===== src/rtl/mvba_ram.sv =====
// Generic single-write, single-read RAM with registered read data.
module mvba_ram #(
  parameter int WIDTH = 16,
  parameter int DEPTH = 256,
  localparam int AW = (DEPTH > 1) ? $clog2(DEPTH) : 1
) (
  input  logic             clk,
  input  logic             we,
  input  logic [AW-1:0]    waddr,
  input  logic [WIDTH-1:0] wdata,
  input  logic [AW-1:0]    raddr,
  output logic [WIDTH-1:0] rdata
);

  logic [WIDTH-1:0] mem [DEPTH];
  logic [WIDTH-1:0] rdata_r;

  always_ff @(posedge clk) begin
    if (we) begin
      mem[waddr] <= wdata;
    end
    rdata_r <= mem[raddr];
  end

  assign rdata = rdata_r;

endmodule


===== config.mk =====
export PLATFORM = sky130hd
export DESIGN_NAME = mvba_ram
export DESIGN_NICKNAME = d
export VERILOG_FILES = /design/src/rtl/mvba_ram.sv
export SDC_FILE = /design/constraint.sdc
export NUM_CORES = 2
export LEC_CHECK = 0
export BUFFER_PORTS_ARGS = -buffer_cell sky130_fd_sc_hd__buf_2
export CORE_MARGIN = 2
export CORE_UTILIZATION = 57
export CTS_CLUSTER_SIZE = 20
export DETAILED_ROUTE_END_ITERATION = 8
export PLACE_DENSITY_LB_ADDON = 0.25
export SYNTH_ARGS = -nofsm -noshare
export SYNTH_HDL_FRONTEND = slang
export SYNTH_SLANG_ARGS = --single-unit

===== constraint.sdc =====
create_clock -name clk -period 2.7 [get_ports clk]
set_input_delay 0.405 -clock clk [delete_from_list [all_inputs] [get_ports clk]]
set_output_delay 0.405 -clock clk [all_outputs]
set_load 0.005 [all_outputs]

-- Yosys cells after proc, flatten, opt, wreduce, memory -nomap -nowiden
Memory sizes are Yosys's and may differ from the RTL's. A register that Yosys moved wholly into a read port is not among the register bits.
Cells that the tools add are included.
- mux-type cells: 2
- operators by type and width (kind ; number):
    two-way mux 1 bit ; 2
- flip-flop bits (word level): 0
- RAM bits: 4096
- input bits: 34
- output and inout bits: 16
- logic and storage cells: 3
- memories: 1
- memories (memory ; depth ; width ; read ports ; clocked after Yosys merged registers in ; wr ports ; RTL line ; RTL):
    mem ; 256 ; 16 ; 1 ; 1 ; 1 ; 15 ; logic [WIDTH-1:0] mem [DEPTH];

-- Logic depth before layout (Yosys ltp)
- depth after elaboration: 2
- gate-level depth with buffers: 12
- depth with buffers taken out: 6

-- Worst setup path before layout
Ideal clock, no wire load.
- path type: input to register
- from: input port waddr[3]
- to: memory mem[235][0] (enable)
- library setup time: 0.388 ns
- data arrival time: 2.182 ns
- setup slack: 0.130 ns
- cell stages on the path: 6
- buffers on the path: 3
- path through: clkbuf_1 > nor2b_1 > clkbuf_1 > nand4_1 > clkbuf_1 > nor2_1
- RTL lines (what ; RTL line ; RTL):
    start, declared ; 9 ; input logic [AW-1:0] waddr,
    end, declared ; 15 ;
Straight into the memory's write port.

==> qor.yml <==
route:
  wl_mm: 424
  via_per_inst: 6.65
  route.detailed.drc: 0
  wl_per_cell_microns: 34.1
  vias: 82800
  drt_pass1_iterations: 7
  ant_nets: 0
  initialDrtViolationCount: 12200
clock_tree:
  cts-root-buf: "clkbuf_16"
  numCtsBuffers: 400
  cts-htree-levels: 5
  cts.clk_slew.worst_paths_ps: 60
  clock_latency_ps: 970
  clockBufferDepth: 4
  cts_tree: "yes"
  cts_setup_buffers: 0
  cts.sinks: 4112
pwr:
  p_leak_nw: 60.0
  design_power_total_mw: 133
  ir_worst_vdd_v: 0.000649
  cellPowerDensity_nw_per_um2: 721
finish:
  final_layout_size_suffix_gt1_share_pct: 29.8
  final_common_cell: "edfxtp_1"
  area_growth_pct: 16.1
  design_area_sq_um: 184000
  finalNetCount: 8444
  fin_cells: 12500
  fin_util_pct: 66.6
  layout_common_cells: "4096 x edfxtp_1, 866 x buf_4, 797 x mux4_2"
sta:
  worst_pin_slew_ps: 1140
  drv_slew: 0
  finalSetupViolCount: 1
  finalWorstSetupSlack_ps: -95.1
  relSlewSlack_pct: 23.3
  hold_viol: 0
  min_period_over_period_pct: 104
  rsz0062_at_grt: "no"
  fin_worst_skew_ps: 63.2
  period_needed_ps: 2800
  hold_ws_ps: 152
  timing.fmax_mhz: 358
  fin_tns_setup_ps: -95.1
synth:
  synth-seq-area-share_pct: 77.7
  muxShareOfSynthArea_pct: 15.5
  synth_area_sq_um: 159000
  synth_top_family_by_area: "multiplexers"
  synth_fa_ha_area_share_pct: 0
  yosysWarnings: 0
  synth_ff_type: "edfxtp_1"
  netlist_instances: 7360
  synth_edf_count: 4096
  yosys.area_share.simple_pct: 1.57
  synth_xor_area_share_pct: 0
  postSynth.asyncResetShare_pct: 0
  synth_compound_area_share_pct: 3.54
  syn_nets: 7394
  ys_types: 52
  syn_avg_cell_area_sq_um: 21.6
  synth_seq_cells: 4112
setup_path:
  required_ps: 3540
  cp-end-kind: "flip-flop"
  crit_start: "raddr[0]"
  arrival_ps: 3640
  r2r_end: "rdata[12]"
  cp-start-kind: "input pin"
  path_class: "input pin to flip-flop"
  r2r_start: "mem[23][12]"
  critPathMaxFanout: 22
  reg2reg_depth: 5
  crit_end: "rdata[15]"
  reg2reg_slack_ps: 100
place:
  gp_congestion: 0.916
  dp_slack_ps: -1040
  place_area_sq_um: 171000
  io_buffers: 49
  dp.cells: 11700
  hpwl_mm: 266
min_path:
  hold_class: "input pin to flip-flop"
  holdPathStages: 1
floorplan:
  dieArea_sq_um: 283000
  start_util_pct: 57.4
  fp.dieH_microns: 532
  num_io_pins: 50
  fp.dieW_microns: 532
  core_area_sq_um: 277000
  rows: 193
run_status:
  run_status: "finished, violations left"
  violations: "negative setup slack"
global_routing:
  grt_usage_pct: 29.9
  antenna_found_initial: 18
  gr-total-overflow: 0
  grt_pass1_wl_mm: 603
  grt_pass1_vias: 81700
  grt_max_degree: 110
run:
  drv_cap: 0
registers in the layout (all words and copies together) (netlist names):
name	flops
mem	4096
rdata	16
report_power, final:
group / internal (mW) / switching [mW] / total, mW
combinational: 2.95 / 4.59 / 7.54
sequential: 70.4 / 0.132 / 70.5
clock: 31.0 / 23.8 / 54.8
total: 104 / 28.5 / 133
critical path, stage by stage:
cell and delay, ps:
buf_12 200, buf_4 210, buf_12 220, buf_12 260, buf_4 430, mux2i_1 140, o221ai_1 260, a21oi_1 120
nor2_1 460, nand4_1 490, nor4_2 370
area by class of cell:
class | count | area, sq um
Inverter | 4 | 27.5
Tap cell | 3705 | 4640
Clock inverter | 236 | 2390
Multi-Input combinational cell | 2792 | 33000
Antenna cell | 14 | 35.0
Timing Repair Buffer | 1100 | 10500
Sequential cell | 4112 | 123000
Fill cell | 17400 | 92400
Clock buffer | 487 | 10400
cells by family (layout without fill, tap and decap cells):
logic type             Yosys count  after routing
buffers and inverters          456           1827
AOI/OAI and AO/OA              786            786
muxes                         1450           1450
other                            0             14
and+or+nand+nor                556            556
DFF                           4112           4112
layer usage:
metal	global-route usage (%)	vias to the layer above	part of all wire [%]
li1	-	33400	-
met3	6.92	783	12
met1	42.8	43400	37
met4	11.8	4	4.4
met5	0	-	0.0078
met2	45.1	5213	46
repair_timing:
item                       CTS  global route
gates cloned                 0             0
hold endpoints to repair   595             0
hold buffers                15             0
setup endpoints to repair    3             4
pin swaps                    0             0
resized for setup            5             5
how the worst min path moves through the flow:
| stage | startpoint | to |
|---|---|---|
| floorplan | wdata[0] | mem[0][0] |
| global placement | wdata[4] | mem[215][4] |
| detailed placement | wdata[4] | mem[199][4] |
| CTS | wdata[13] | mem[84][13] |
| global route | wdata[13] | mem[248][13] |
| finish | wdata[13] | mem[248][13] |
cells in the mapped netlist (43+ instances only):
cell,instances,area (sq um)
clkbuf_1,230,863
nor2_1,304,1140
o22ai_1,148,926
a21oi_1,175,876
o221ai_1,252,2210
mux2i_1,565,5660
edfxtp_1,4096,123000
a22oi_1,43,323
mux4_2,797,17900
buf_2,76,380
mux2_2,88,991
nor3_1,92,460
buf_6,77,867
(Power assumes the default switching activity.)
