### src/rtl/mvba_pkg.sv
// Shared types and constants for the matrix-vector score and argmax block.
package mvba_pkg;

  localparam int REQ_W      = 2;
  localparam int COL_W      = 7;
  localparam int IDX_W      = 8;
  localparam int VAL_W      = 32;
  localparam int ELEM_W     = 16;
  localparam int BIAS_W     = 32;
  localparam int PROD_W     = 32;
  localparam int SCORE_W    = 48;
  localparam int CFG_IDX_W  = 2;
  localparam int CFG_DATA_W = 9;

  // Request codes on the input stream
  localparam logic [REQ_W-1:0] REQ_WEIGHT = 2'd0;
  localparam logic [REQ_W-1:0] REQ_BIAS   = 2'd1;
  localparam logic [REQ_W-1:0] REQ_ROW    = 2'd2;

  // Configuration register indexes
  localparam logic [CFG_IDX_W-1:0] CFG_INNER_LENGTH = 2'd0;
  localparam logic [CFG_IDX_W-1:0] CFG_COLUMN_COUNT = 2'd1;
  localparam logic [CFG_IDX_W-1:0] CFG_BIAS_ENABLE  = 2'd2;

  typedef enum logic [1:0] {
    ENG_IDLE,
    ENG_RUN,
    ENG_DRAIN,
    ENG_HOLD
  } eng_state_t;

  typedef struct packed {
    logic busy;
    logic res_vld;
  } eng_stat_t;

  typedef struct packed {
    logic [COL_W-1:0]          best_column;
    logic signed [SCORE_W-1:0] best_score;
  } result_t;

endpackage

### src/rtl/mvba_engine.sv
// Dot-product sequencer, MAC pipeline and running argmax.
module mvba_engine #(
  parameter int MAX_INNER   = 256,
  parameter int MAX_COLUMNS = 128,
  localparam int IW  = (MAX_INNER > 1) ? $clog2(MAX_INNER) : 1,
  localparam int LW  = $clog2(MAX_INNER + 1),
  localparam int CW  = (MAX_COLUMNS > 1) ? $clog2(MAX_COLUMNS) : 1,
  localparam int CNW = $clog2(MAX_COLUMNS + 1),
  localparam int WAW = (MAX_COLUMNS * MAX_INNER > 1) ? $clog2(MAX_COLUMNS * MAX_INNER) : 1
) (
  input  logic                               clk,
  input  logic                               rst_n,
  input  logic                               start,
  input  logic [LW-1:0]                      len_eff,
  input  logic [CNW-1:0]                     cols_eff,
  input  logic                               bias_en,
  output logic [IW-1:0]                      row_raddr,
  input  logic [mvba_pkg::ELEM_W-1:0]        row_rdata,
  output logic [WAW-1:0]                     w_raddr,
  input  logic [mvba_pkg::ELEM_W-1:0]        w_rdata,
  output logic [CW-1:0]                      bias_raddr,
  input  logic [mvba_pkg::BIAS_W-1:0]        bias_rdata,
  input  logic                               res_take,
  output mvba_pkg::eng_stat_t                stat,
  output mvba_pkg::result_t                  res
);

  localparam int SW = mvba_pkg::SCORE_W;

  mvba_pkg::eng_state_t state_r, state_nxt;

  logic [IW-1:0]  k_r;
  logic [CW-1:0]  c_r;
  logic [WAW-1:0] wbase_r;
  logic           issue;
  logic           k_last;
  logic           c_last;

  logic           s1_vld_r, s1_first_r, s1_last_r, s1_fin_r;
  logic [CW-1:0]  s1_col_r;
  logic           s2_vld_r, s2_first_r, s2_last_r, s2_fin_r;
  logic [CW-1:0]  s2_col_r;
  logic signed [mvba_pkg::PROD_W-1:0] p_r;
  logic signed [mvba_pkg::BIAS_W-1:0] bias_r;
  logic           s3_vld_r, s3_fin_r;
  logic [CW-1:0]  s3_col_r;
  logic signed [SW-1:0] acc_r;
  logic signed [SW-1:0] best_r;
  logic [CW-1:0]  best_col_r;

  logic signed [SW-1:0] p_ext;
  logic signed [SW-1:0] bias_ext;

  assign k_last = (LW'(k_r) == len_eff - LW'(1));
  assign c_last = (CNW'(c_r) == cols_eff - CNW'(1));

  assign row_raddr  = k_r;
  assign w_raddr    = wbase_r + WAW'(k_r);
  assign bias_raddr = c_r;

  // Next state
  always_comb begin
    state_nxt = state_r;
    unique case (state_r)
      mvba_pkg::ENG_IDLE:  if (start) state_nxt = mvba_pkg::ENG_RUN;
      mvba_pkg::ENG_RUN:   if (k_last && c_last) state_nxt = mvba_pkg::ENG_DRAIN;
      mvba_pkg::ENG_DRAIN: if (s3_vld_r && s3_fin_r) state_nxt = mvba_pkg::ENG_HOLD;
      mvba_pkg::ENG_HOLD:  if (res_take) state_nxt = mvba_pkg::ENG_IDLE;
      default:             state_nxt = mvba_pkg::ENG_IDLE;
    endcase
  end

  // State outputs
  always_comb begin
    issue        = 1'b0;
    stat.busy    = 1'b1;
    stat.res_vld = 1'b0;
    unique case (state_r)
      mvba_pkg::ENG_IDLE:  stat.busy = 1'b0;
      mvba_pkg::ENG_RUN:   issue = 1'b1;
      mvba_pkg::ENG_DRAIN: stat.busy = 1'b1;
      mvba_pkg::ENG_HOLD:  stat.res_vld = 1'b1;
      default:             stat.busy = 1'b1;
    endcase
  end

  always_ff @(posedge clk) begin
    if (!rst_n) begin
      state_r <= mvba_pkg::ENG_IDLE;
    end else begin
      state_r <= state_nxt;
    end
  end

  // Address walk: inner position fastest, then column
  always_ff @(posedge clk) begin
    if (!rst_n || !issue) begin
      k_r     <= '0;
      c_r     <= '0;
      wbase_r <= '0;
    end else if (k_last) begin
      k_r     <= '0;
      c_r     <= c_r + CW'(1);
      wbase_r <= wbase_r + WAW'(MAX_INNER);
    end else begin
      k_r <= k_r + IW'(1);
    end
  end

  // Pipeline valid flags
  always_ff @(posedge clk) begin
    if (!rst_n) begin
      s1_vld_r <= 1'b0;
      s2_vld_r <= 1'b0;
      s3_vld_r <= 1'b0;
    end else begin
      s1_vld_r <= issue;
      s2_vld_r <= s1_vld_r;
      s3_vld_r <= s2_vld_r && s2_last_r;
    end
  end

  assign p_ext    = {{(SW - mvba_pkg::PROD_W){p_r[mvba_pkg::PROD_W-1]}}, p_r};
  assign bias_ext = {{(SW - mvba_pkg::BIAS_W){bias_r[mvba_pkg::BIAS_W-1]}}, bias_r};

  always_ff @(posedge clk) begin
    // memory read returns alongside stage 1 tags
    s1_first_r <= (k_r == '0);
    s1_last_r  <= k_last;
    s1_fin_r   <= k_last && c_last;
    s1_col_r   <= c_r;

    // multiply
    p_r        <= signed'(row_rdata) * signed'(w_rdata);
    bias_r     <= bias_en ? signed'(bias_rdata) : '0;
    s2_first_r <= s1_first_r;
    s2_last_r  <= s1_last_r;
    s2_fin_r   <= s1_fin_r;
    s2_col_r   <= s1_col_r;

    // accumulate; bias seeds the sum of each column
    if (s2_vld_r) begin
      acc_r <= (s2_first_r ? bias_ext : acc_r) + p_ext;
    end
    s3_fin_r <= s2_fin_r;
    s3_col_r <= s2_col_r;

    // keep the first strictly larger score
    if (s3_vld_r && (s3_col_r == '0 || acc_r > best_r)) begin
      best_r     <= acc_r;
      best_col_r <= s3_col_r;
    end
  end

  assign res.best_column = mvba_pkg::COL_W'(best_col_r);
  assign res.best_score  = best_r;

endmodule

### config.mk
export PLATFORM = sky130hd
export DESIGN_NAME = mvba_engine
export DESIGN_NICKNAME = d
export VERILOG_FILES = /design/src/rtl/mvba_pkg.sv /design/src/rtl/mvba_engine.sv
export SDC_FILE = /design/constraint.sdc
export NUM_CORES = 1
export LEC_CHECK = 0
export BUFFER_PORTS_ARGS = -buffer_cell sky130_fd_sc_hd__clkbuf_2
export CORE_UTILIZATION = 60
export DETAILED_ROUTE_END_ITERATION = 8
export MAX_ROUTING_LAYER = met4
export PLACE_DENSITY_LB_ADDON = 0.05
export SYNTH_ARGS = -nofsm -noshare
export SYNTH_HDL_FRONTEND = slang
export SYNTH_SLANG_ARGS = --single-unit
### constraint.sdc
create_clock -name clk -period 6.85 [get_ports clk]
set_clock_uncertainty 0.2 [all_clocks]
set_input_delay 0.3425 -clock clk [delete_from_list [all_inputs] [get_ports clk]]
set_output_delay 0.3425 -clock clk [all_outputs]
set_load 0.02 [all_outputs]
; ---- Word-level counts from Yosys, hierarchy flattened
; Cells that the tools add are included.
; Widths: inputs -> output; s select.
[classes]
n_mul = 1
n_lt_le_gt_ge = 1
reduce_logical = 13
muxes = 9
add_sub_neg = 7
eq_ne = 9
[ops]
columns = cell, count
row1 = $add 48x32->48, 1
row2 = $gt 48x48->1, 1
row3 = $mux 48, 1
row4 = $mul 16x16->32, 1
row5 = $add 15x8->15, 1
row6 = $add 15x9->15 const B, 1
row7 = $eq 8x9->1, 1
row8 = $sub 9x1->9 const B, 1
row9 = $add 8x1->8 const B, 1
row10 = $eq 7x8->1, 1
row11 = $logic_not 8->1, 1
row12 = $mux 2, 4
row13 = $ne 2x2->1 const B, 4
row14 = $pmux 2 s4, 1
row15 = $sub 8x1->8 const B, 1
row16 = $add 7x1->7 const B, 1
row17 = $logic_not 7->1, 1
row18 = $eq 2x2->1 const B, 2
row19 = $logic_and 1x1->1, 4
row20 = $reduce_and 4->1, 1
row21 = $mux 1, 3
row22 = $eq 2x1->1 const B, 1
row23 = $logic_not 1->1, 2
row24 = $logic_not 2->1, 1
row25 = 2 further kinds, 3
[totals]
register_bits = 230
input_bits = 86
out_inout_bits = 87
word_cells = 62

; ---- Longest topological paths before layout
; Gate-level depths: netlist of run 1.
[depth]
ltp_word = 5
depth_mapped = 24
mapped_depth_nobuf = 23

; ---- Least setup slack after synthesis of run 1
; Ideal clock, no wire load.
[synth_path]
kind = input port to flip-flop
startpoint = in row_rdata[11] (netlist bit)
endpoint = reg p_r[30] (netlist bit)
setup_time_ns = 0.072
n_path_buf = 1
required_ns = 6.578
setup_slack_ns = 0.680
t_arrival_ns = 5.898
path_stages = 21
cell_sequence = clkbuf_1 nand2_1 fa_1 fa_1 fa_1 inv_1 fa_1 fa_1 inv_1 fa_1 inv_1 ha_1 o21a_1 o21a_1 o31ai_1 a221oi_1 a21o_1 a41oi_1 o2111ai_1 a21oi_1 xnor2_1
[synth_via]
elab_chain_len = 1
[synth_rtl]
columns = item, line
row1 = from (decl), mvba_engine.sv:18  ; input logic [mvba_pkg::ELEM_W-1:0] row_rdata,
row2 = $mul 16x16->32, mvba_engine.sv:134  ; p_r <= signed'(row_rdata) * signed'(w_rdata);
row3 = to (signal assigned), mvba_engine.sv:134
row4 = to (decl), mvba_engine.sv:43  ; logic signed [mvba_pkg::PROD_W-1:0] p_r;
; Every way passes these cells.
; A chain may end at the register's enable or synchronous reset.

; ---- Worst setup path after layout of run 1
[layout_path]
startpoint = in w_rdata[6] (netlist bit)
endpoint = reg p_r[27] (netlist bit)
[layout_via]
elab_chain_len = 1
[layout_rtl]
columns = item, line
row1 = from (decl), mvba_engine.sv:20  ; input logic [mvba_pkg::ELEM_W-1:0] w_rdata,
row2 = $mul 16x16->32, mvba_engine.sv:134
; Every way passes these cells.

==> results.md, run 1 <==
- Most common library cell in the layout ignoring fill and taps: inv_1
- Largest buffer count on any clock path: 3
- Worst Hold Endpoint: s1_fin_r
- Overflow after GRT: 0
- Final wirelength: 48300 um
- Deepest level of the CTS H-tree: 1
- Initial antenna violation count: 0
- R2R setup slack: 2.09 ns
- Data arrival time at the worst-slack endpoint: 6.34 ns
- Insertion delay to the later sink of the worst-skew pair: 0.53 ns
- Detailed-route vias per instance: 5.37
- Unique cell type count in the Yosys netlist: 67
- R2r worst-path depth: 11
- Startpoint of the tightest hold check path: cols_eff[6]
- Fraction of final layout cells with drive strength greater than 1: 11.8%
- Post-synthesis register bit count: 222
- Portion of netlist area occupied by mux cells: 1.83%
- Post-detailed-placement half-perimeter wirelength: 39300 um
- Drt drc: 0
- Transition time at the pin with the least slew margin: roughly 0.86 ns
- CP startpoint kind: primary input
- Number of cells upsized or downsized after cts: 0
- Rel. slew slack: roughly 43%
- Combinational family with the most area after synthesis: adder cells
- Run status: complete, no violations
- Number of flops mapped to enable cells by yosys: 103
- Vertical die dimension: 190 um
- Fin nets: 2914
- Area added between synthesis and finish: 11.7%
- Library cell used as clock root buffer: clkbuf_16
- Diodes inserted: 0
- Most common flop cell mapped by yosys: dfxtp_1
- Fin. max-slew vios: 0
- XOR/XNOR share of the synthesized area: 4.83%
- Worst Setup End Kind: flop
- Synthesized-area fraction occupied by adder cells: between 30% and 40%
- Post-synthesis cell count: 2188
- Number of max-cap violations: 0
- Area inside the core boundary: 0.0347 mm^2
- Compound-cell area share of the yosys netlist: 9.69%
- Net count after synthesis: 2725
- I/O pins: about 170
- Detailed Route Iter0 Violations: 937
- TritonCTS clock tree: yes
- Initial core utilization: between 60 and 70%
- Reg-to-Reg End: acc_r[44]
- Sum of negative setup slack: 0 ns
- Syn Std Cell Area: 0.0212 mm^2
- Warning count from the yosys run: 0
- Post-synthesis area per instance: 9.71 um^2
- Total number of vias: 15300
- Required @ worst endpoint: ~7 ns
- Die area: approximately 0.036 mm^2
- Final Wtd Congestion: ~0.91
- Global-route wire length before repair: 79500 um
- Clk pin slew, worst setup/hold paths: 0.06 ns
- Inst Count DP: 2772
- Overall routing resource usage: between 20 and 30%
- Total clock sinks: 222
- Fraction of synthesis flops using an asynchronous set or reset pin: 0%
- Worst min-delay path category: in -> reg
- Initial DRT Pass Iterations: 5
- Number of global-route vias before repair: 15800
- Detailed-route wire length per cell: 17.0 um
- Worst hold stages: 4
- Setup Crit Path Kind: in -> reg
- Maximum number of pins on one net before global-route repair: 50
- Maximum clock frequency: 163 MHz
- Post-layout minimum cycle time: 6.15 ns
- Layout Cells excl Fill: 2851
- Die X-Extent: 190 um
- CP max FO: 16
- Final hold violation count: 0
- Fraction of the cycle the final worst path needs: 89.8%
- Reg2reg start: s2_first_r
- Commonest cells after routing, fill and taps aside: inv_1, fa_1, ha_1, nand2_1, clkbuf_2
- Residual antenna-violating net count after detailed routing: 0
- Setup-violating endpoint count in the final report: 0
- RSZ-0062 raised after global routing: no
- Post-synthesis sequential area ratio: about a quarter
- Buffers on Ports: 172
- Cts bufs inserted: 25
- Site row count: 68
- Post-synthesis simple-gate area fraction: a little over an eighth
==> final cells by class <==
class,instances,area (um^2)
fillers,2805,11000
inverters,428,1610
clock buffers,34,699
clock inverters,12,118
repair buffers,231,1390
well taps,455,569
flip-flops and latches,222,5480
multi-input cells,1469,13900
==> worst max-delay path by stage <==
stage	startpoint	cells past startpoint	slack, ns	endpoint
CTS	w_rdata[4]	22	0.71	p_r[30]
global route	w_rdata[4]	22	0.26	p_r[30]
global placement	w_rdata[4]	22	0.27	p_r[30]
floorplan	row_rdata[11]	21	0.68	p_r[30]
detailed placement	w_rdata[4]	22	0.19	p_r[30]
finish	w_rdata[6]	21	0.70	p_r[27]
==> state kept, by name (all words and copies together) (netlist names), 2 cells and up <==
register    count
state_r         2
p_r            32
best_r         48
best_col_r      7
bias_r         32
s3_col_r        7
bias_raddr      7
s1_col_r        7
s2_col_r        7
row_raddr       8
acc_r          48
wbase_r         7
==> critical path, stage by stage <==
cell and delay (ns):
clkbuf_2 0.22, and2_1 0.23, fa_1 0.54, inv_1 0.06, fa_1 0.50, fa_1 0.55, inv_1 0.05, ha_1 0.31
fa_1 0.53, inv_1 0.05, fa_1 0.52, inv_1 0.04, ha_1 0.35, a2111oi_0 0.36, o21ai_0 0.18, a41o_1 0.30
o31ai_2 0.32, a211oi_2 0.19, a21oi_1 0.37, o21ai_0 0.16, xor2_1 0.16
==> layer usage <==
| metal | vias to the layer above | wire length (um) | global-route usage, % |
|---|---|---|---|
| met5 | - | 0 | - |
| met4 | 0 | 921 | 6.43 |
| met3 | 71 | 2650 | 2.93 |
| li1 | 7422 | - | - |
| met1 | 7352 | 22500 | 39.6 |
| met2 | 455 | 22200 | 45.3 |
==> cells in the mapped netlist (all sizes together), types with 14 or more instances <==
library cell	instances	area share [%]
nand3	33	0.78
nor3	22	0.52
ha	188	11
o21ai	67	1.6
and2	166	4.9
a21oi	91	2.1
xnor2	70	2.9
edfxtp	103	15
nand2b	14	0.41
dfxtp	119	11
nand4	19	0.59
clkbuf	58	1.0
o21a	14	0.49
inv	428	7.6
nor2	68	1.2
mux2	30	1.6
nand2	183	3.2
xor2	47	1.9
fa	263	25
a21o	46	1.6
o21bai	22	0.78
==> kinds of logic after synthesis <==
group | after synthesis
adder cells (fa/ha/maj) | 451
XOR/XNOR | 117
AND/OR/NAND/NOR | 548
flip-flops | 222
AO/OA/AOI/OAI | 318
multiplexers | 35
buffers and inverters | 497
==> repair_timing <==
action                                 in CTS  in global routing
endpoints found under the hold margin      36                  0
hold buffers                               33                  0
setup buffers                               0                  0
==> stage by stage <==
step	worst slack (ns)	util, %	cell area (um^2)	hold WS [ns]
after floorplan	0.680	-	21200	0.110
after global placement	0.268	65.0	22600	0.110
after detailed placement	0.185	65.0	22600	0.112
after CTS	0.708	68.3	23700	0.00312
after global routing	0.255	68.3	23700	0.0562
final	0.701	68.3	23700	0.0385
Power of run 1 is not shown: default switching activity piles up to over one toggle a cycle in this logic, so the estimate is an artifact.
==> run 2, diff against run 1 <==
--- a/config.mk
+++ b/config.mk
@@ -5,7 +5,9 @@
 export SDC_FILE = /design/constraint.sdc
 export NUM_CORES = 1
 export LEC_CHECK = 0
+export ABC_AREA = 1
 export BUFFER_PORTS_ARGS = -buffer_cell sky130_fd_sc_hd__clkbuf_2
+export CORE_MARGIN = 4
 export CORE_UTILIZATION = 60
 export DETAILED_ROUTE_END_ITERATION = 8
 export MAX_ROUTING_LAYER = met4
==> results.md, run 2 <==
- Run status: complete, no violations
- Data arrival time at the worst-slack endpoint: 6.02 ns (-0.32 ns)
- Drt drc: 0 (unchanged)
- Area contributors post-synth: fa_1, edfxtp_1, inv_1, dfxtp_1, ha_1
- Final Wtd Congestion: 0.993 (+8.8%)
- Detailed Route Iter0 Violations: 1276 (+36%)
- Insertion delay to the later sink of the worst-skew pair: 0.51 ns (-0.02 ns)
- Transition time at the pin with the least slew margin: 0.830 ns (-0.0308 ns)
- Initial antenna violation count: 0 (unchanged)
- Worst min-delay path category: in -> reg
- TritonCTS clock tree: yes
- Post-synthesis area per instance: 8.09 um^2 (-17%)
- Detailed-route vias per instance: 5.24 (-2.3%)
- Die area: 0.0411 mm^2 (+14%)
- R2r worst-path depth: 10 (-1)
- Deepest level of the CTS H-tree: 1 (unchanged)
- Vertical die dimension: 203 um (+6.6%)
- Worst hold stages: 6 (+2)
- Number of global-route vias before repair: 19000 (+21%)
- Syn Std Cell Area: 0.0227 mm^2 (+7.1%)
- Site row count: 71 (+4.4%)
- Sum of negative setup slack: 0 ns (unchanged)
- Total clock sinks: 222 (unchanged)
- RSZ-0062 raised after global routing: no
- Buffers on Ports: 172 (unchanged)
- Library cell used as clock root buffer: clkbuf_16
- Initial core utilization: 60.7% (-0.52 points)
- CP max FO: 16 (unchanged)
- Required @ worst endpoint: 7.09 ns (+0.05 ns)
- Rel. slew slack: 44.6% (+2.0 points)
- Most common flop cell mapped by yosys: dfxtp_1
- Final wirelength: 56000 um (+16%)
- Die X-Extent: 203 um (+6.6%)
- Unique cell type count in the Yosys netlist: 52 (-22%)
- Area share of the largest cell type after synthesis: 23.2% (-1.6 points)
- Setup-violating endpoint count in the final report: 0 (unchanged)
- Commonest cells after routing, fill and taps aside: inv_1, nand2_1, fa_1, ha_1, nor2_1
- Area added between synthesis and finish: 10.1%
- Worst Setup End Kind: flop
- Post-layout minimum cycle time: 5.78 ns (-0.373 ns)
- Fin. max-slew vios: 0 (unchanged)
- Synth cell count leaders: inv_1, nand2_1, fa_1
- Overflow after GRT: 0 (unchanged)
- Total number of vias: 18300 (+20%)
- Fraction of synthesis flops using an asynchronous set or reset pin: 0% (unchanged)
- Detailed-route wire length per cell: 16.0 um (-5.5%)
- Warning count from the yosys run: 0 (unchanged)
- Setup Crit Path Kind: in -> reg
- Area inside the core boundary: 0.0375 mm^2 (+8.0%)
- Net count after synthesis: 3347 (+23%)
- Clk pin slew, worst setup/hold paths: 0.06 ns (about the same)
- Buffer count from post-CTS setup fixing: 0 (unchanged)
- Maximum clock frequency: 173 MHz (+6.5%)
- Combined area of the multi-input logic cells: 0.0143 mm^2 (+3.0%)
- Most used standard cell by instance count after synthesis: inv_1
- Fin nets: 3506 (+20%)
- Global-route wire length before repair: 93800 um (+18%)
- Cell type contributing the most total cell area after synthesis: fa_1
- Fraction of final layout cells with drive strength greater than 1: 9.38% (-2.4 points)
- CP startpoint kind: primary input
- Number of max-cap violations: 0 (unchanged)
- Fraction of the cycle the final worst path needs: 84.3% (-5.4 points)
- Overall routing resource usage: 28.7% (+0.21 points)
- Largest registers: acc_r x48, best_r x48
- Diodes inserted: 0 (unchanged)
- I/O pins: 173 (unchanged)
- Initial DRT Pass Iterations: 5 (unchanged)
- Post-synthesis sequential area ratio: 24.1% (-1.7 points)
- Largest buffer count on any clock path: 3 (unchanged)
- Maximum number of pins on one net before global-route repair: 48 (-4.0%)
- Number of flops mapped to enable cells by yosys: 103 (unchanged)
- Post-synthesis cell count: 2810 (+28%)
- Filler instances: 3261 (+16%)
- Most common library cell in the layout ignoring fill and taps: inv_1
- Post-synthesis register bit count: 222 (unchanged)
- Final hold violation count: 0 (unchanged)
- Total area of sequential cells: 0.00548 mm^2 (unchanged)
- Residual antenna-violating net count after detailed routing: 0 (unchanged)
- Post-detailed-placement half-perimeter wirelength: 46500 um (+18%)
- Cts bufs inserted: 22 (-12%)
run 2: metrics by stage:
stage	hold WS (ns)	util, %	setup WS, ns	instances	instance area [um^2]
floorplan	0.110	-	1.08	2810	22700
global placement	0.110	64.0	0.648	3423	24000
detailed placement	0.112	64.0	0.579	3423	24000
CTS	0.0950	66.8	1.09	3496	25000
global route	0.131	66.8	0.700	3496	25000
finish	0.0974	66.8	1.07	3496	25000
run 2: final timing paths:
| kind | from | end | slack [ns] |
|---|---|---|---|
| setup / recovery | w_rdata[1] | p_r[28] | 1.07 |
| hold / removal | cols_eff[7] | s1_fin_r | 0.1 |
| setup reg to reg | acc_r[27] | best_r[7] | 2.97 |
| hold reg to reg | s1_col_r[0] | s2_col_r[0] | 0.13 |
run 2: layer usage:
metal  global-route usage (%)  part of all wire, %
met3                     3.72                  6.2
met2                     46.2                   46
met1                     39.5                   45
met4                     6.62                  2.5
met5                        -                    0
run 2: kinds of logic (layout without fill, tap and decap cells):
kind of cell             after synthesis  in the layout  share of synthesized area, %
buffers and inverters                790            965                          13.2
flip-flops                           222            222                          24.1
multiplexers                          29             29                          1.44
AO/OA/AOI/OAI                        281            281                          6.84
XOR/XNOR                              96             96                          3.73
adder cells (fa/ha/maj)              451            451                          33.5
AND/OR/NAND/NOR                      941            941                          17.2
run 2: final cells by class:
| type | count | area share [%] |
|---|---|---|
| clock buffers | 32 | 2.72 |
| clock inverters | 8 | 0.220 |
| inverters | 715 | 10.7 |
| multi-input cells | 1798 | 57.0 |
| flip-flops and latches | 222 | 21.9 |
| well taps | 511 | 2.55 |
| repair buffers | 210 | 4.91 |
run 2: critical path: stages:
cell,delay [ns]
clkbuf_2,0.27
nand2_1,0.21
inv_1,0.10
fa_1,0.65
fa_1,0.83
inv_1,0.16
fa_1,0.44
fa_1,0.55
inv_1,0.05
fa_1,0.48
inv_1,0.06
fa_1,0.52
inv_1,0.04
ha_1,0.40
nand2_1,0.12
nor4_1,0.40
nand3_1,0.13
nand3_1,0.11
xor2_1,0.14
run 2: timing repair:
action | 4_1_cts | 5_1_grt
hold buffers | 33 | 0
setup endpoints to repair | 0 | 0
hold endpoints to repair | 36 | 0
gates resized for setup | 0 | 0
Power of run 2 is left out for the same reason.
==> run 3, diff against run 2 <==
--- a/config.mk
+++ b/config.mk
@@ -5,7 +5,7 @@
 export SDC_FILE = /design/constraint.sdc
 export NUM_CORES = 1
 export LEC_CHECK = 0
-export ABC_AREA = 1
+export ABC_AREA = 0
 export BUFFER_PORTS_ARGS = -buffer_cell sky130_fd_sc_hd__clkbuf_2
 export CORE_MARGIN = 4
 export CORE_UTILIZATION = 60
==> constraint.sdc (replaced) <==
create_clock -name clk -period 6.05 [get_ports clk]
set_clock_uncertainty 0.2 [all_clocks]
set_input_delay 0.3025 -clock clk [delete_from_list [all_inputs] [get_ports clk]]
set_output_delay 0.3025 -clock clk [all_outputs]
set_load 0.02 [all_outputs]
==> results.md, run 3 (synthesized netlist as in run 1, its figures left out) <==
- Detailed Route Iter0 Violations: 807 (-37%)
- Insertion delay to the later sink of the worst-skew pair: 0.54 ns (+0.03 ns)
- Final hold violation count: 0 (unchanged)
- Max stage delay cell, worst path: fa_1
- Detailed-route wire length per cell: 16.5 um (+3.2%)
- CP max FO: 8 (-8)
- Overflow after GRT: 0 (unchanged)
- Data arrival time at the worst-slack endpoint: 6.02 ns (about the same)
- Maximum clock frequency: 172 MHz
- Buffer count from post-CTS setup fixing: 0 (unchanged)
- Overall routing resource usage: 26.4% (-2.4 points)
- Fin. max-slew vios: 0 (unchanged)
- Post-layout minimum cycle time: roughly 5.8 ns
- Initial antenna violation count: 0 (unchanged)
- Layout Cells excl Fill: 2941 (-16%)
- Cell type with the highest occurrence count on the critical path: fa_1
- Largest registers: acc_r x48, best_r x48
- CP startpoint kind: primary input
- Most common library cell in the layout ignoring fill and taps: inv_1
- Area added between synthesis and finish: 15.2%
- Met1 GRT Util: 36.7% (-2.8 points)
- Die area: 0.0385 mm^2 (-6.3%)
- Run status: complete, no violations
- Max stage delay on crit path: 0.54 ns (-0.29 ns)
- Largest buffer count on any clock path: 3 (unchanged)
- Global-route wire length before repair: 81400 um (-13%)
- Vertical die dimension: 196 um (-3.2%)
- Die X-Extent: 196 um (-3.2%)
- Initial DRT Pass Iterations: 5 (unchanged)
- Commonest cells after routing, fill and taps aside: inv_1, fa_1, ha_1, nand2_1, clkbuf_2
- Buffers on Ports: 172 (unchanged)
- Deepest level of the CTS H-tree: 1 (unchanged)
- Total number of vias: 15800 (-14%)
- Family with the most delay on the worst path: adder cells
- Startpoint of the tightest hold check path: len_eff[7]
- Met2 capacity usage during global routing: 42.5% (-3.7 points)
- Setup Crit Path Kind: in -> reg
- I/O pins: 173 (unchanged)
- Library cell used as clock root buffer: clkbuf_16
- Detailed-route vias per instance: 5.37 (+2.3%)
- Transition time at the pin with the least slew margin: 0.808 ns (-0.0222 ns)
- Rel. slew slack: 46.1% (+1.5 points)
- Combined buffer and inverter count along the critical path: 5 (-1)
- Clk pin slew, worst setup/hold paths: 0.06 ns (about the same)
- Fin nets: 3005 (-14%)
- Most crowded layer after global routing: met2
- Global-route met3 utilization: 2.56% (-1.2 points)
- Area inside the core boundary: 0.0347 mm^2 (-7.4%)
- Worst Setup End Kind: flop
- Fraction of final layout cells with drive strength greater than 1: 15.3% (+5.9 points)
- Residual antenna-violating net count after detailed routing: 0 (unchanged)
- Cell Chain, Critical Path: clkbuf_2, and2_1, fa_1, inv_1, fa_1, fa_1, inv_1, ha_1, fa_1, inv_1, fa_1, inv_1, ha_1, a2111oi_1, o21ai_0, a41o_1, o31ai_2, a211oi_2, a21oi_2, o21ai_0, xor2_1
- Cts bufs inserted: 24 (+9.1%)
- Filler instances: 2723 (-16%)
- Reg2reg start: s2_first_r
- Final wirelength: 48600 um (-13%)
- Inst Count DP: 2862 (-16%)
- Worst setup startpoint: w_rdata[6]
- Site row count: 68 (-4.2%)
- Post-detailed-placement half-perimeter wirelength: 40400 um (-13%)
- Final Wtd Congestion: 0.926 (-6.7%)
- Maximum number of pins on one net before global-route repair: 50 (+4.2%)
- Number of global-route vias before repair: 16400 (-14%)
- Required @ worst endpoint: 6.26 ns (-0.83 ns)
- Drt drc: 0 (unchanged)
- Fraction of the cycle the final worst path needs: between 90 and 100%
- Initial core utilization: 61.2% (+0.52 points)
- Diodes inserted: 0 (unchanged)
- TritonCTS clock tree: yes
- Total clock sinks: 222 (unchanged)
- Setup-violating endpoint count in the final report: 0 (unchanged)
- Number of max-cap violations: 0 (unchanged)
- Worst min-delay path category: in -> reg
## run 3: worst min-delay path, stage by stage
cell and delay (ns):
clkbuf_2 0.09, o21ai_1 0.06, o2111a_2 0.27
## run 3: final cells by class
cell class                 count  area (um^2)  area share, %
clock buffer                  34          732           2.99
clock inverter                10         71.3          0.292
inverter                     428         1610           6.57
multi-input combinational   1469        13900           56.8
sequential                   222         5480           22.4
tap                          455          569           2.33
timing repair buffer         323         2110           8.61
## run 3: what timing repair did
| item | 4_1_cts | 5_1_grt |
|---|---|---|
| gates resized for setup | 0 | 2 |
| setup endpoints to repair | 0 | 4 |
| hold buffers | 35 | 0 |
| endpoints found under the hold margin | 37 | 0 |
## run 3: path summary, 6_finish.rpt
kind / to / cells after the start / slack [ns]
hold reg to reg: s3_col_r[2] / 0 / 0.13
setup reg to reg: acc_r[44] / 11 / 1.53
hold / removal: s1_last_r / 3 / 0.09
setup / recovery: p_r[27] / 21 / 0.24
## run 3: per-layer routing
layer,vias to the layer above,wire length (um)
met5,-,0
met4,0,1020
met3,66,2450
met2,412,23000
met1,7699,22200
li1,7604,-
## run 3: per-stage QoR
stage                     area, um^2  setup slack, ns  setup TNS [ns]  util (%)  hold WS (ns)
after floorplan                21300           0.0162               0         -         0.110
after global placement         23300           -0.212           -1.46      67.1         0.110
after detailed placement       23300           -0.379           -2.88      67.1         0.112
after CTS                      24500            0.159               0      70.4        0.0706
after global routing           24500          -0.0180         -0.0180      70.5         0.123
final                          24500            0.239               0      70.5        0.0925
Power of run 3 is left out for the same reason.
